## config.mk

```make
export PLATFORM = sky130hd
export DESIGN_NAME = morse_key_timing_decoder
export DESIGN_NICKNAME = d
export VERILOG_FILES = /design/src/sv/mktd_pkg.sv /design/src/sv/mktd_csr.sv /design/src/sv/mktd_core.sv /design/src/sv/mktd_out_buf.sv /design/src/sv/morse_key_timing_decoder.sv
export SDC_FILE = /design/constraint.sdc
export NUM_CORES = 1
export LEC_CHECK = 0
export ABC_AREA = 1
export BUFFER_PORTS_ARGS = -buffer_cell sky130_fd_sc_hd__buf_2
export CAP_MARGIN = 25
export CORE_MARGIN = 10
export CORE_UTILIZATION = 48
export CTS_CLUSTER_SIZE = 12
export DETAILED_ROUTE_END_ITERATION = 7
export GPL_TIMING_DRIVEN = 0
export HOLD_SLACK_MARGIN = 0.03
export PLACE_DENSITY_LB_ADDON = 0.3
export SLEW_MARGIN = 20
export SYNTH_ARGS = -nofsm -noshare
export SYNTH_HDL_FRONTEND = slang
export SYNTH_SLANG_ARGS = --single-unit
```

## constraint.sdc

```tcl
create_clock -name clock -period 11.66 [get_ports clock]
set_input_delay 1.166 -clock clock [delete_from_list [all_inputs] [get_ports clock]]
set_output_delay 1.166 -clock clock [all_outputs]
set_load 0.02 [all_outputs]
```

## src/sv/mktd_pkg.sv

```systemverilog
// Shared types, constants and helper functions for the key timing decoder.
package mktd_pkg;

   localparam int BUFFER_SLOTS = 31;
   localparam int CNT_BITS     = 16;
   localparam int CFG_W        = 16;
   localparam int LEN_W        = 5;
   localparam int LEN_MAX      = (1 << LEN_W) - 1;
   localparam int SLOT_W       = $clog2(BUFFER_SLOTS + 1);
   localparam int CMP_W        = (CNT_BITS > CFG_W) ? CNT_BITS : CFG_W;
   localparam int REG_IDX_W    = 2;

   localparam logic [CFG_W-1:0] DEBOUNCE_RESET  = CFG_W'(30);
   localparam logic [CFG_W-1:0] DASH_RESET      = CFG_W'(500);
   localparam logic [CFG_W-1:0] LETTER_GAP_RESET = CFG_W'(2000);
   localparam logic [CFG_W-1:0] TIMEOUT_RESET   = CFG_W'(5000);

   typedef logic [CNT_BITS-1:0] cnt_type;
   typedef logic [CFG_W-1:0]    cfg_word_type;
   typedef logic [SLOT_W-1:0]   slot_type;
   typedef logic [LEN_W-1:0]    len_type;

   typedef enum logic [REG_IDX_W-1:0] {
      REG_DEBOUNCE   = 2'd0,
      REG_DASH       = 2'd1,
      REG_LETTER_GAP = 2'd2,
      REG_TIMEOUT    = 2'd3
   } reg_idx_type;

   typedef struct packed {
      cfg_word_type debounce_ticks;
      cfg_word_type dash_threshold_ticks;
      cfg_word_type letter_gap_ticks;
      cfg_word_type message_timeout_ticks;
   } cfg_type;

   typedef struct packed {
      logic    symbol_valid;
      logic    symbol_is_dash;
      logic    letter_start;
      logic    message_end;
      len_type message_length;
      logic    gap_led;
      logic    key_led;
   } rsp_type;

   function automatic cnt_type sat_inc(input cnt_type v);
      return (v == '1) ? v : v + CNT_BITS'(1);
   endfunction

   function automatic logic cnt_ge_cfg(input cnt_type a, input cfg_word_type b);
      return CMP_W'(a) >= CMP_W'(b);
   endfunction

   function automatic logic cnt_gt_cfg(input cnt_type a, input cfg_word_type b);
      return CMP_W'(a) > CMP_W'(b);
   endfunction

   function automatic len_type len_sat(input slot_type n);
      int unsigned v;
      v = int'(n);
      return (v > LEN_MAX) ? LEN_W'(LEN_MAX) : LEN_W'(v);
   endfunction

endpackage

```

## src/sv/mktd_csr.sv

```systemverilog
// Timing configuration registers with their write port.
module mktd_csr (
   input  logic                            clock,
   input  logic                            reset,
   input  logic                            csr_valid,
   output logic                            csr_ready,
   input  logic [mktd_pkg::REG_IDX_W-1:0]  csr_index,
   input  logic [mktd_pkg::CFG_W-1:0]      csr_data,
   output mktd_pkg::cfg_type               cfg
);

   mktd_pkg::cfg_type cfg_ff;
   mktd_pkg::cfg_type cfg_in;

   assign csr_ready = 1'b1;
   assign cfg       = cfg_ff;

   always_comb begin
      cfg_in = cfg_ff;
      if (csr_valid) begin
         unique case (mktd_pkg::reg_idx_type'(csr_index))
            mktd_pkg::REG_DEBOUNCE:   cfg_in.debounce_ticks        = csr_data;
            mktd_pkg::REG_DASH:       cfg_in.dash_threshold_ticks  = csr_data;
            mktd_pkg::REG_LETTER_GAP: cfg_in.letter_gap_ticks      = csr_data;
            mktd_pkg::REG_TIMEOUT:    cfg_in.message_timeout_ticks = csr_data;
            default:                  cfg_in = cfg_ff;
         endcase
      end
   end

   always_ff @(posedge clock) begin
      if (reset) begin
         cfg_ff.debounce_ticks        <= mktd_pkg::DEBOUNCE_RESET;
         cfg_ff.dash_threshold_ticks  <= mktd_pkg::DASH_RESET;
         cfg_ff.letter_gap_ticks      <= mktd_pkg::LETTER_GAP_RESET;
         cfg_ff.message_timeout_ticks <= mktd_pkg::TIMEOUT_RESET;
      end else begin
         cfg_ff <= cfg_in;
      end
   end

endmodule

```

## src/sv/mktd_core.sv

```systemverilog
// Key timing state and the per-tick decode of one request.
module mktd_core (
   input  logic              clock,
   input  logic              reset,
   input  logic              req_accept,
   input  logic              key_level,
   input  mktd_pkg::cfg_type cfg,
   output mktd_pkg::rsp_type rsp
);

   logic               accepted_level_ff, accepted_level_in;
   mktd_pkg::cnt_type  since_edge_ff, since_edge_in;
   mktd_pkg::cnt_type  press_time_ff, press_time_in;
   logic               timing_press_ff, timing_press_in;
   mktd_pkg::slot_type slot_count_ff, slot_count_in;
   mktd_pkg::cnt_type  silence_time_ff, silence_time_in;
   logic               separator_pending_ff, separator_pending_in;
   logic               gap_shown_ff, gap_shown_in;
   logic               key_edge;
   logic               slot_free;

   always_comb begin
      accepted_level_in    = accepted_level_ff;
      timing_press_in      = timing_press_ff;
      slot_count_in        = slot_count_ff;
      separator_pending_in = separator_pending_ff;
      gap_shown_in         = gap_shown_ff;
      rsp                  = '0;

      // advance counters
      since_edge_in   = mktd_pkg::sat_inc(since_edge_ff);
      press_time_in   = timing_press_ff ? mktd_pkg::sat_inc(press_time_ff) : press_time_ff;
      silence_time_in = (slot_count_ff != '0) ? mktd_pkg::sat_inc(silence_time_ff)
                                              : silence_time_ff;

      key_edge  = (key_level != accepted_level_ff) &&
                  mktd_pkg::cnt_ge_cfg(since_edge_in, cfg.debounce_ticks);
      slot_free = slot_count_ff < mktd_pkg::SLOT_W'(mktd_pkg::BUFFER_SLOTS);

      if (key_edge) begin
         accepted_level_in = key_level;
         since_edge_in     = '0;
         if (!key_level) begin
            timing_press_in = 1'b1;
            press_time_in   = '0;
         end else if (timing_press_ff) begin
            if (slot_free) begin
               rsp.symbol_valid     = 1'b1;
               rsp.symbol_is_dash   = mktd_pkg::cnt_ge_cfg(press_time_in,
                                                           cfg.dash_threshold_ticks);
               rsp.letter_start     = separator_pending_ff;
               separator_pending_in = 1'b0;
               slot_count_in        = slot_count_ff + mktd_pkg::SLOT_W'(1);
               silence_time_in      = '0;
               gap_shown_in         = 1'b0;
            end
            timing_press_in = 1'b0;
         end
      end

      rsp.message_length = mktd_pkg::len_sat(slot_count_in);

      if (slot_count_in != '0) begin
         if (!mktd_pkg::cnt_gt_cfg(silence_time_in, cfg.message_timeout_ticks)) begin
            if (mktd_pkg::cnt_gt_cfg(silence_time_in, cfg.letter_gap_ticks)) begin
               gap_shown_in = 1'b1;
               if (!separator_pending_in &&
                   slot_count_in < mktd_pkg::SLOT_W'(mktd_pkg::BUFFER_SLOTS)) begin
                  slot_count_in        = slot_count_in + mktd_pkg::SLOT_W'(1);
                  separator_pending_in = 1'b1;
               end
            end else begin
               gap_shown_in = 1'b0;
            end
            rsp.message_length = mktd_pkg::len_sat(slot_count_in);
         end else begin
            // end the message, drop a trailing separator from the reported length and clear the message state
            rsp.message_end      = 1'b1;
            rsp.message_length   = mktd_pkg::len_sat(slot_count_in -
                                      mktd_pkg::SLOT_W'(separator_pending_in));
            slot_count_in        = '0;
            silence_time_in      = '0;
            separator_pending_in = 1'b0;
            gap_shown_in         = 1'b0;
         end
      end

      rsp.gap_led = gap_shown_in;
      rsp.key_led = timing_press_in;
   end

   always_ff @(posedge clock) begin
      if (reset) begin
         accepted_level_ff    <= 1'b1;
         since_edge_ff        <= '1;
         press_time_ff        <= '0;
         timing_press_ff      <= 1'b0;
         slot_count_ff        <= '0;
         silence_time_ff      <= '0;
         separator_pending_ff <= 1'b0;
         gap_shown_ff         <= 1'b0;
      end else if (req_accept) begin
         accepted_level_ff    <= accepted_level_in;
         since_edge_ff        <= since_edge_in;
         press_time_ff        <= press_time_in;
         timing_press_ff      <= timing_press_in;
         slot_count_ff        <= slot_count_in;
         silence_time_ff      <= silence_time_in;
         separator_pending_ff <= separator_pending_in;
         gap_shown_ff         <= gap_shown_in;
      end
   end

   assert property (@(posedge clock) disable iff (reset)
      slot_count_ff <= mktd_pkg::SLOT_W'(mktd_pkg::BUFFER_SLOTS))
      else $error("slot count beyond buffer size");

   assert property (@(posedge clock) disable iff (reset)
      (separator_pending_ff || gap_shown_ff) |-> (slot_count_ff != '0))
      else $error("separator or gap flag set with an empty message");

   assert property (@(posedge clock) disable iff (reset)
      (slot_count_ff == '0) |-> (silence_time_ff == '0))
      else $error("silence counted without a message");

   assert property (@(posedge clock) disable iff (reset)
      (req_accept && rsp.symbol_valid) |=> !timing_press_ff)
      else $error("press timing kept after a symbol");

endmodule

```

## src/sv/mktd_out_buf.sv

```systemverilog
// Result register with a skid stage toward the response channel.
module mktd_out_buf (
   input  logic              clock,
   input  logic              reset,
   input  logic              in_valid,
   output logic              in_stall,
   input  mktd_pkg::rsp_type in_data,
   output logic              out_valid,
   input  logic              out_stall,
   output mktd_pkg::rsp_type out_data
);

   logic              out_valid_ff, out_valid_in;
   logic              skid_valid_ff, skid_valid_in;
   mktd_pkg::rsp_type out_data_ff, out_data_in;
   mktd_pkg::rsp_type skid_data_ff, skid_data_in;
   logic              in_accept;

   assign in_stall  = skid_valid_ff;
   assign in_accept = in_valid && !skid_valid_ff;
   assign out_valid = out_valid_ff;
   assign out_data  = out_data_ff;

   always_comb begin
      out_valid_in  = out_valid_ff;
      skid_valid_in = skid_valid_ff;
      out_data_in   = out_data_ff;
      skid_data_in  = skid_data_ff;
      if (!out_valid_ff || !out_stall) begin
         if (skid_valid_ff) begin
            out_data_in   = skid_data_ff;
            out_valid_in  = 1'b1;
            skid_valid_in = 1'b0;
         end else begin
            out_data_in  = in_data;
            out_valid_in = in_accept;
         end
      end else if (in_accept) begin
         skid_data_in  = in_data;
         skid_valid_in = 1'b1;
      end
   end

   always_ff @(posedge clock) begin
      if (reset) begin
         out_valid_ff  <= 1'b0;
         skid_valid_ff <= 1'b0;
      end else begin
         out_valid_ff  <= out_valid_in;
         skid_valid_ff <= skid_valid_in;
      end
   end

   always_ff @(posedge clock) begin
      out_data_ff  <= out_data_in;
      skid_data_ff <= skid_data_in;
   end

   assert property (@(posedge clock) disable iff (reset)
      skid_valid_ff |-> out_valid_ff)
      else $error("skid stage holds a request ahead of the result register");

   assert property (@(posedge clock) disable iff (reset)
      $rose(skid_valid_ff) |-> $past(out_valid_ff && out_stall && in_valid))
      else $error("skid stage filled without a stalled result");

   assert property (@(posedge clock) disable iff (reset)
      (out_valid_ff && !out_stall && !skid_valid_ff && !in_valid) |=> !out_valid_ff)
      else $error("result register kept a delivered request");

endmodule

```

## src/sv/morse_key_timing_decoder.sv

```systemverilog
// Morse straight-key timing decoder top level.
// The decode is a single registered pass; a result is shown on rsp_valid once registered.
// Throughput: one request per cycle while req_stall is low.
// While a result waits on rsp_stall one more request goes into a skid stage,
// then req_stall holds until the skid stage drains into the result register.
// Reset (synchronous, active high) restores default timing and clears all key state.
module morse_key_timing_decoder (
   input  logic                            clock,
   input  logic                            reset,
   input  logic                            req_valid,
   output logic                            req_stall,
   input  logic                            req_key_level,
   output logic                            rsp_valid,
   input  logic                            rsp_stall,
   output logic                            rsp_symbol_valid,
   output logic                            rsp_symbol_is_dash,
   output logic                            rsp_letter_start,
   output logic                            rsp_message_end,
   output logic [mktd_pkg::LEN_W-1:0]      rsp_message_length,
   output logic                            rsp_gap_led,
   output logic                            rsp_key_led,
   input  logic                            csr_valid,
   output logic                            csr_ready,
   input  logic [mktd_pkg::REG_IDX_W-1:0]  csr_index,
   input  logic [mktd_pkg::CFG_W-1:0]      csr_data
);

   mktd_pkg::cfg_type cfg;
   mktd_pkg::rsp_type core_rsp;
   mktd_pkg::rsp_type buf_rsp;
   logic              req_accept;

   assign req_accept = req_valid && !req_stall;

   mktd_csr u_csr (
      .clock     (clock),
      .reset     (reset),
      .csr_valid (csr_valid),
      .csr_ready (csr_ready),
      .csr_index (csr_index),
      .csr_data  (csr_data),
      .cfg       (cfg)
   );

   mktd_core u_core (
      .clock      (clock),
      .reset      (reset),
      .req_accept (req_accept),
      .key_level  (req_key_level),
      .cfg        (cfg),
      .rsp        (core_rsp)
   );

   mktd_out_buf u_out_buf (
      .clock     (clock),
      .reset     (reset),
      .in_valid  (req_valid),
      .in_stall  (req_stall),
      .in_data   (core_rsp),
      .out_valid (rsp_valid),
      .out_stall (rsp_stall),
      .out_data  (buf_rsp)
   );

   assign rsp_symbol_valid   = buf_rsp.symbol_valid;
   assign rsp_symbol_is_dash = buf_rsp.symbol_is_dash;
   assign rsp_letter_start   = buf_rsp.letter_start;
   assign rsp_message_end    = buf_rsp.message_end;
   assign rsp_message_length = buf_rsp.message_length;
   assign rsp_gap_led        = buf_rsp.gap_led;
   assign rsp_key_led        = buf_rsp.key_led;

endmodule
```

Word-level counts from Yosys, hierarchy flattened:

Index checks and enable logic that the tools add are counted.

* flip-flop bits (word level): 145
* latch bits: 0
* bits in writable memories: 0
* ROM bits: 0
* input bits: 24
* output and inout bits: 14
* word-level logic and storage cells: 114
* memories kept: 0

* add/sub/neg operators: 6
* $mul: 0
* div/mod/pow operators: 0
* order comparisons: 6
* equal/unequal tests: 7
* shifts and indexed selects: 0
* multiplexer cells: 48
* bitwise operators: 1
* reduce and logical (&&, ||, !) cells: 18

Operators with widths (number)
* two-way mux 16 bit: 14
* adder 16 x 1 -> 16 bit, second input constant: 3
* equality test 16 bit, second input constant: 3
* two-way mux 5 bit: 9
* greater-or-equal comparator 16 bit: 2
* greater-than comparator 16 bit: 2
* two-way mux 1 bit: 19
* two-way mux 3 bit: 4
* AND reduction 2 bit: 6
* two-way mux 11 bit: 1
* adder 5 x 1 -> 5 bit, second input constant: 2
* less-than comparator 5 bit, second input constant: 2
* nonzero test 5 bit: 2
* two-way mux 6 bit: 1
* subtractor 5 x 1 -> 5 bit: 1
* equality test 2 bit, second input constant: 2
* zero test 1 bit: 4
* logical AND 1 bit: 3
* equality test 2 x 1 -> 1 bit, second input constant: 1
* zero test 2 bit: 1
* OR reduction 2 bit: 1
* logical OR 1 bit: 1
* != test 1 bit: 1
* inverter 1 bit: 1

Longest topological paths before layout:

* depth after elaboration: 12
* depth in mapped cells: 41
* depth with buffers taken out: 41

Hierarchy:

From an unflattened synthesis, not the netlist that was laid out.

* cell total of the unflattened synthesis: 1342
* area, all modules: 9377.7 µm²

Modules (own cells, without submodules)
* mktd_core: times used 1, cells an instance 897, area each 5885.6 µm², seq. area each 1141.1 µm²
* mktd_csr: times used 1, cells an instance 375, area each 2583.7 µm², seq. area each 1281.2 µm²
* mktd_out_buf: times used 1, cells an instance 68, area each 898.4 µm², seq. area each 700.7 µm²
* morse_key_timing_decoder: times used 1, cells an instance 2, area each 10.0 µm², seq. area each 0.0 µm²

Worst setup path after synthesis:

OpenSTA, ideal clock, no wires.

* path type: reg2reg
* start point: reg u_core.since_edge_ff[0]
* end point: reg u_out_buf.out_data_ff, in the netlist u_out_buf.out_data[2] (data pin)
* arrival time: 4.703 ns
* slack: 6.826 ns
* stages on the path, launching flop included: 39
* period minus slack after synthesis: 4.834 ns
* cell sequence: dfxtp_1 -> ha_1 -> nand2_1 -> nor2_1 -> nand2_1 -> nor2_1 -> nand2_1 -> nor3_1 -> nand2_1 -> nand2_1 -> nor2_1 -> xor2_1 -> ha_1 -> nand2_1 -> inv_1 -> nand2_1 -> nand2_1 -> nor2_1 -> (+3 left out) -> nand3_2 -> clkbuf_1 -> nand2_1 -> nor2_1 -> ha_1 -> nand4_1 -> inv_1 -> nand3_1 -> o2111ai_1 -> a221oi_1 -> nand2_1 -> nand2_2 -> nand2_1 -> nand2_1 -> nand3_2 -> nand3_2 -> nand2_1 -> nand2_1

RTL lines
* from (decl): RTL line mktd_core.sv:12 `mktd_pkg::cnt_type since_edge_ff, since_edge_in;`
* from (signal assigned): RTL line mktd_core.sv:104 `since_edge_ff <= since_edge_in;`
* to (signal assigned): RTL line mktd_out_buf.sv:55 `out_data_ff <= out_data_in;`
* to (decl): RTL line mktd_out_buf.sv:15 `mktd_pkg::rsp_type out_data_ff, out_data_in;`

Worst setup path after layout:

* start point: reg u_core.since_edge_ff[0]
* end point: reg u_out_buf.out_data_ff, in the netlist u_out_buf.out_data[5] (data pin)

* cells in the longest elaborated chain, start to end: 12
* elaborated cells between the ends (all ways): 21

Ends and longest elaborated chain
* adder 16 x 1 -> 16 bit or equality test 16 bit (tied branches): RTL line mktd_pkg.sv:48 `return (v == '1) ? v : v + CNT_BITS'(1);`
* two-way mux 16 bit *: RTL line mktd_pkg.sv:48
* greater-or-equal comparator 16 bit *: RTL line mktd_pkg.sv:52 `return CMP_W'(a) >= CMP_W'(b);`
* logical AND 1 bit *: RTL line mktd_core.sv:36 `key_edge = (key_level != accepted_level_ff) &&`
* parallel branches: the longest is 6 deep, another holds greater-than comparator 16 bit
* two-way mux 6 bit *: RTL line mktd_core.sv:63 `if (slot_count_in != '0) begin`
* two-way mux 11 bit *: RTL line mktd_out_buf.sv:30 `if (skid_valid_ff) begin`

Mark *: on every way between the ends.
A chain may end at the register's enable or synchronous reset.

==> results.json <==
{
  "dpl_cell_area_um2": 9270,
  "p_sw_uw": 436,
  "path_clk_slew_ns": 0.06,
  "relSlewSlack": 0.286,
  "end_kind": "flip-flop",
  "startpoint_type": "flip-flop",
  "io_pins": 38,
  "fin_area_um2": 9870,
  "yosys.area.top_type": "dfxtp_1",
  "synth_cell_type_count": 52,
  "critPathMaxStageDelay_ns": 0.74,
  "fin_ws_ns": 4.99,
  "wl_um": 22100,
  "synthMostInstantiatedCell": "nand2_1",
  "cts_hold_buffers": 0,
  "viasPerCell": 5.25,
  "cts_buffer_depth": 2,
  "dieWidth_um": 155,
  "port-buffer-count": 35,
  "drc_errors": 0,
  "post_cts_buffers": 0,
  "maxCapViolCount": 0,
  "p_seq_frac": 0.396,
  "synthArstFlopShare": 0,
  "share_comb_of_total_power": 0.207,
  "clk_latency_ns": 0.43,
  "grt_pass1_vias": 7326,
  "cts_made_buffers": 17,
  "die_h_um": 155,
  "seq_area_frac_synth": 0.355,
  "synth_cells": 1210,
  "finalSetupTns_ns": 0,
  "placedCellCount": 1474,
  "cts_tree": "done",
  "sw_frac_of_total": 0.309,
  "min_period_over_period": 0.572,
  "power_frac_clock": 0.397,
  "clock-sinks": 145,
  "netlist_area_um2": 8810,
  "clock.fmax_mhz": 150,
  "antenna_found_initial": 0,
  "synth_top_area_share": 0.280,
  "syn_to_final_growth_pct": 12.0,
  "arrival_ns": 6.98,
  "dp_hpwl_um": 16800,
  "grt_max_degree": 17,
  "cts_root_buf": "clkbuf_16",
  "postRouteAntennaNets": 0,
  "ir_drop_mv": 0.113,
  "timing.critical_path.mode_cell": "nand2_1",
  "worst_hold_path_type": "flip-flop to flip-flop",
  "worst_slew_pin_slew_ns": 1.04,
  "synth.avg_cell_area_um2": 7.28,
  "drive_above_1_share": 0.117,
  "synth_edf_count": 22,
  "drtIter0Drc": 588,
  "vias": 7902,
  "fin_cells": 1506,
  "crit_type": "flip-flop to flip-flop",
  "p_per_area_nw_per_um2": 143,
  "ys.flop_type": "dfxtp_1",
  "pre_cts_slack_ns": 5.16,
  "finalHoldViolations": 0,
  "htree_num_levels": 4,
  "grt_pass1_wl_um": 36400,
  "initial_core_util": 0.489,
  "crit_required_ns": 11.97,
  "wl_per_cell_um": 14.7,
  "setup_viol": 0,
  "status": "completed",
  "netlist_top_cells_area": "dfxtp_1 28%, nand2_1 12%, ha_1 10%",
  "ys_ff_latch": 145,
  "core_um2": 18000,
  "crit_family": "simple AND/OR/NAND/NOR gates",
  "fin_skew_ns": 0.00882,
  "leakage_uw": 0.00460,
  "synth_nets": 1305,
  "timing.final.max_slew_violations": 0,
  "min_period_ns": 6.67,
  "cp.buffers_inverters": 3,
  "synth_warnings": 0,
  "fin_nets": 1359,
  "rsz0062_at_grt": "false",
  "core.rowCount": 49,
  "overflow": 0,
  "internal-power_uw": 973,
  "die_area_um2": 24200,
  "final_util": 0.547,
  "cpMaxStageDelayCell": "a221oi_1",
  "path_max_fanout": 10,
  "diodes": 0,
  "ctsResizeCount": 0,
  "gp_congestion": 0.895,
  "firstDrtPassIters": 5,
  "synth_common_cells": "291 x nand2_1, 171 x inv_1, 123 x dfxtp_1",
  "gr-usage-all-layers": 0.185
}
[metal layers]
| layer | wire length, um | vias up | global-route usage |
|---|---|---|---|
| li1 | - | 4070 | - |
| met1 | 10500 | 3591 | 0.244 |
| met2 | 10100 | 219 | 0.299 |
| met3 | 1380 | 22 | 0.0405 |
| met4 | 260 | 0 | 0.0463 |
| met5 | 0 | - | 0 |
[cell type report]
cell class	count	area (um^2)
Clock inverter	12	131
Clock buffer	20	468
Multi-Input combinational cell	837	4810
Timing Repair Buffer	35	175
Sequential cell	145	3120
Inverter	190	716
Fill cell	1747	8160
Tap cell	229	287
Buffer	38	161
[flip-flops by register name (all words and copies together) (netlist names)]
register	cells
u_core.separator_pending_ff	1
u_core.timing_press_ff	1
u_out_buf.in_stall	1
u_core.gap_shown_ff	1
u_core.slot_count_ff	5
u_core.since_edge_ff	16
u_csr.cfg	64
u_core.silence_time_ff	16
u_out_buf.out_valid	1
u_out_buf.out_data	11
u_core.press_time_ff	16
u_out_buf.skid_data_ff	11
u_core.accepted_level_ff	1
[final timing paths]
path	startpoint	to	slack, ns	depth (start not counted)
min	u_csr.cfg[27]$_SDFFE_PP0P_	u_csr.cfg[27]$_SDFFE_PP0P_	0.46	2
min reg2reg	u_csr.cfg[27]$_SDFFE_PP0P_	u_csr.cfg[27]$_SDFFE_PP0P_	0.46	2
max	u_core.since_edge_ff[0]$_SDFFE_PP1P_	u_out_buf.out_data[5]$_DFFE_PP_	4.99	38
max reg2reg	u_core.since_edge_ff[0]$_SDFFE_PP1P_	u_out_buf.out_data[5]$_DFFE_PP_	4.99	38
[layout by cell type (no fill, tap or decap), drive strengths merged, types with 12 or more instances in the layout]
master / instances
edfxtp: 22
nor2: 69
o21ai: 79
inv: 187
ha: 71
clkbuf: 54
buf: 39
nand2: 317
o211ai: 26
clkinv: 12
a21oi: 121
nand3: 51
nand4: 25
dfxtp: 123
xor2: 25
[worst register-to-register path, delay by kind of cell (launching register included)]
family | cells | cell delay [ns]
buf+inv | 3 | 0.60
compound gates | 2 | 0.87
xor+xnor | 1 | 0.19
simple gates | 29 | 3.76
fa+ha+maj | 3 | 0.79
flops | 1 | 0.37
[logic make-up after synthesis]
logic type / after synthesis / share of synthesized area
other: 1 / 0.000426
buffers and inverters: 228 / 0.0996
AO/OA/AOI/OAI: 246 / 0.163
AND/OR/NAND/NOR: 487 / 0.250
adder cells (fa/ha/maj): 71 / 0.101
flip-flops: 145 / 0.355
XOR/XNOR: 32 / 0.0318
[stage by stage]
step	power, uW	hold slack, ns
finish	1410	0.463
global route	1480	0.482
global placement	852	0.450
detailed placement	857	0.453
CTS	1410	0.465
floorplan	783	0.435
[power by group through the flow]
stage | clock (uW) | sequential (uW) | combinational (uW)
2_1_floorplan | 0 | 577 | 206
3_3_place_gp | 0 | 568 | 284
3_5_place_dp | 0 | 569 | 288
4_1_cts | 563 | 558 | 290
5_1_grt | 586 | 561 | 333
6_report | 558 | 558 | 292
No activity file was read; power rests on OpenSTA's default activity.
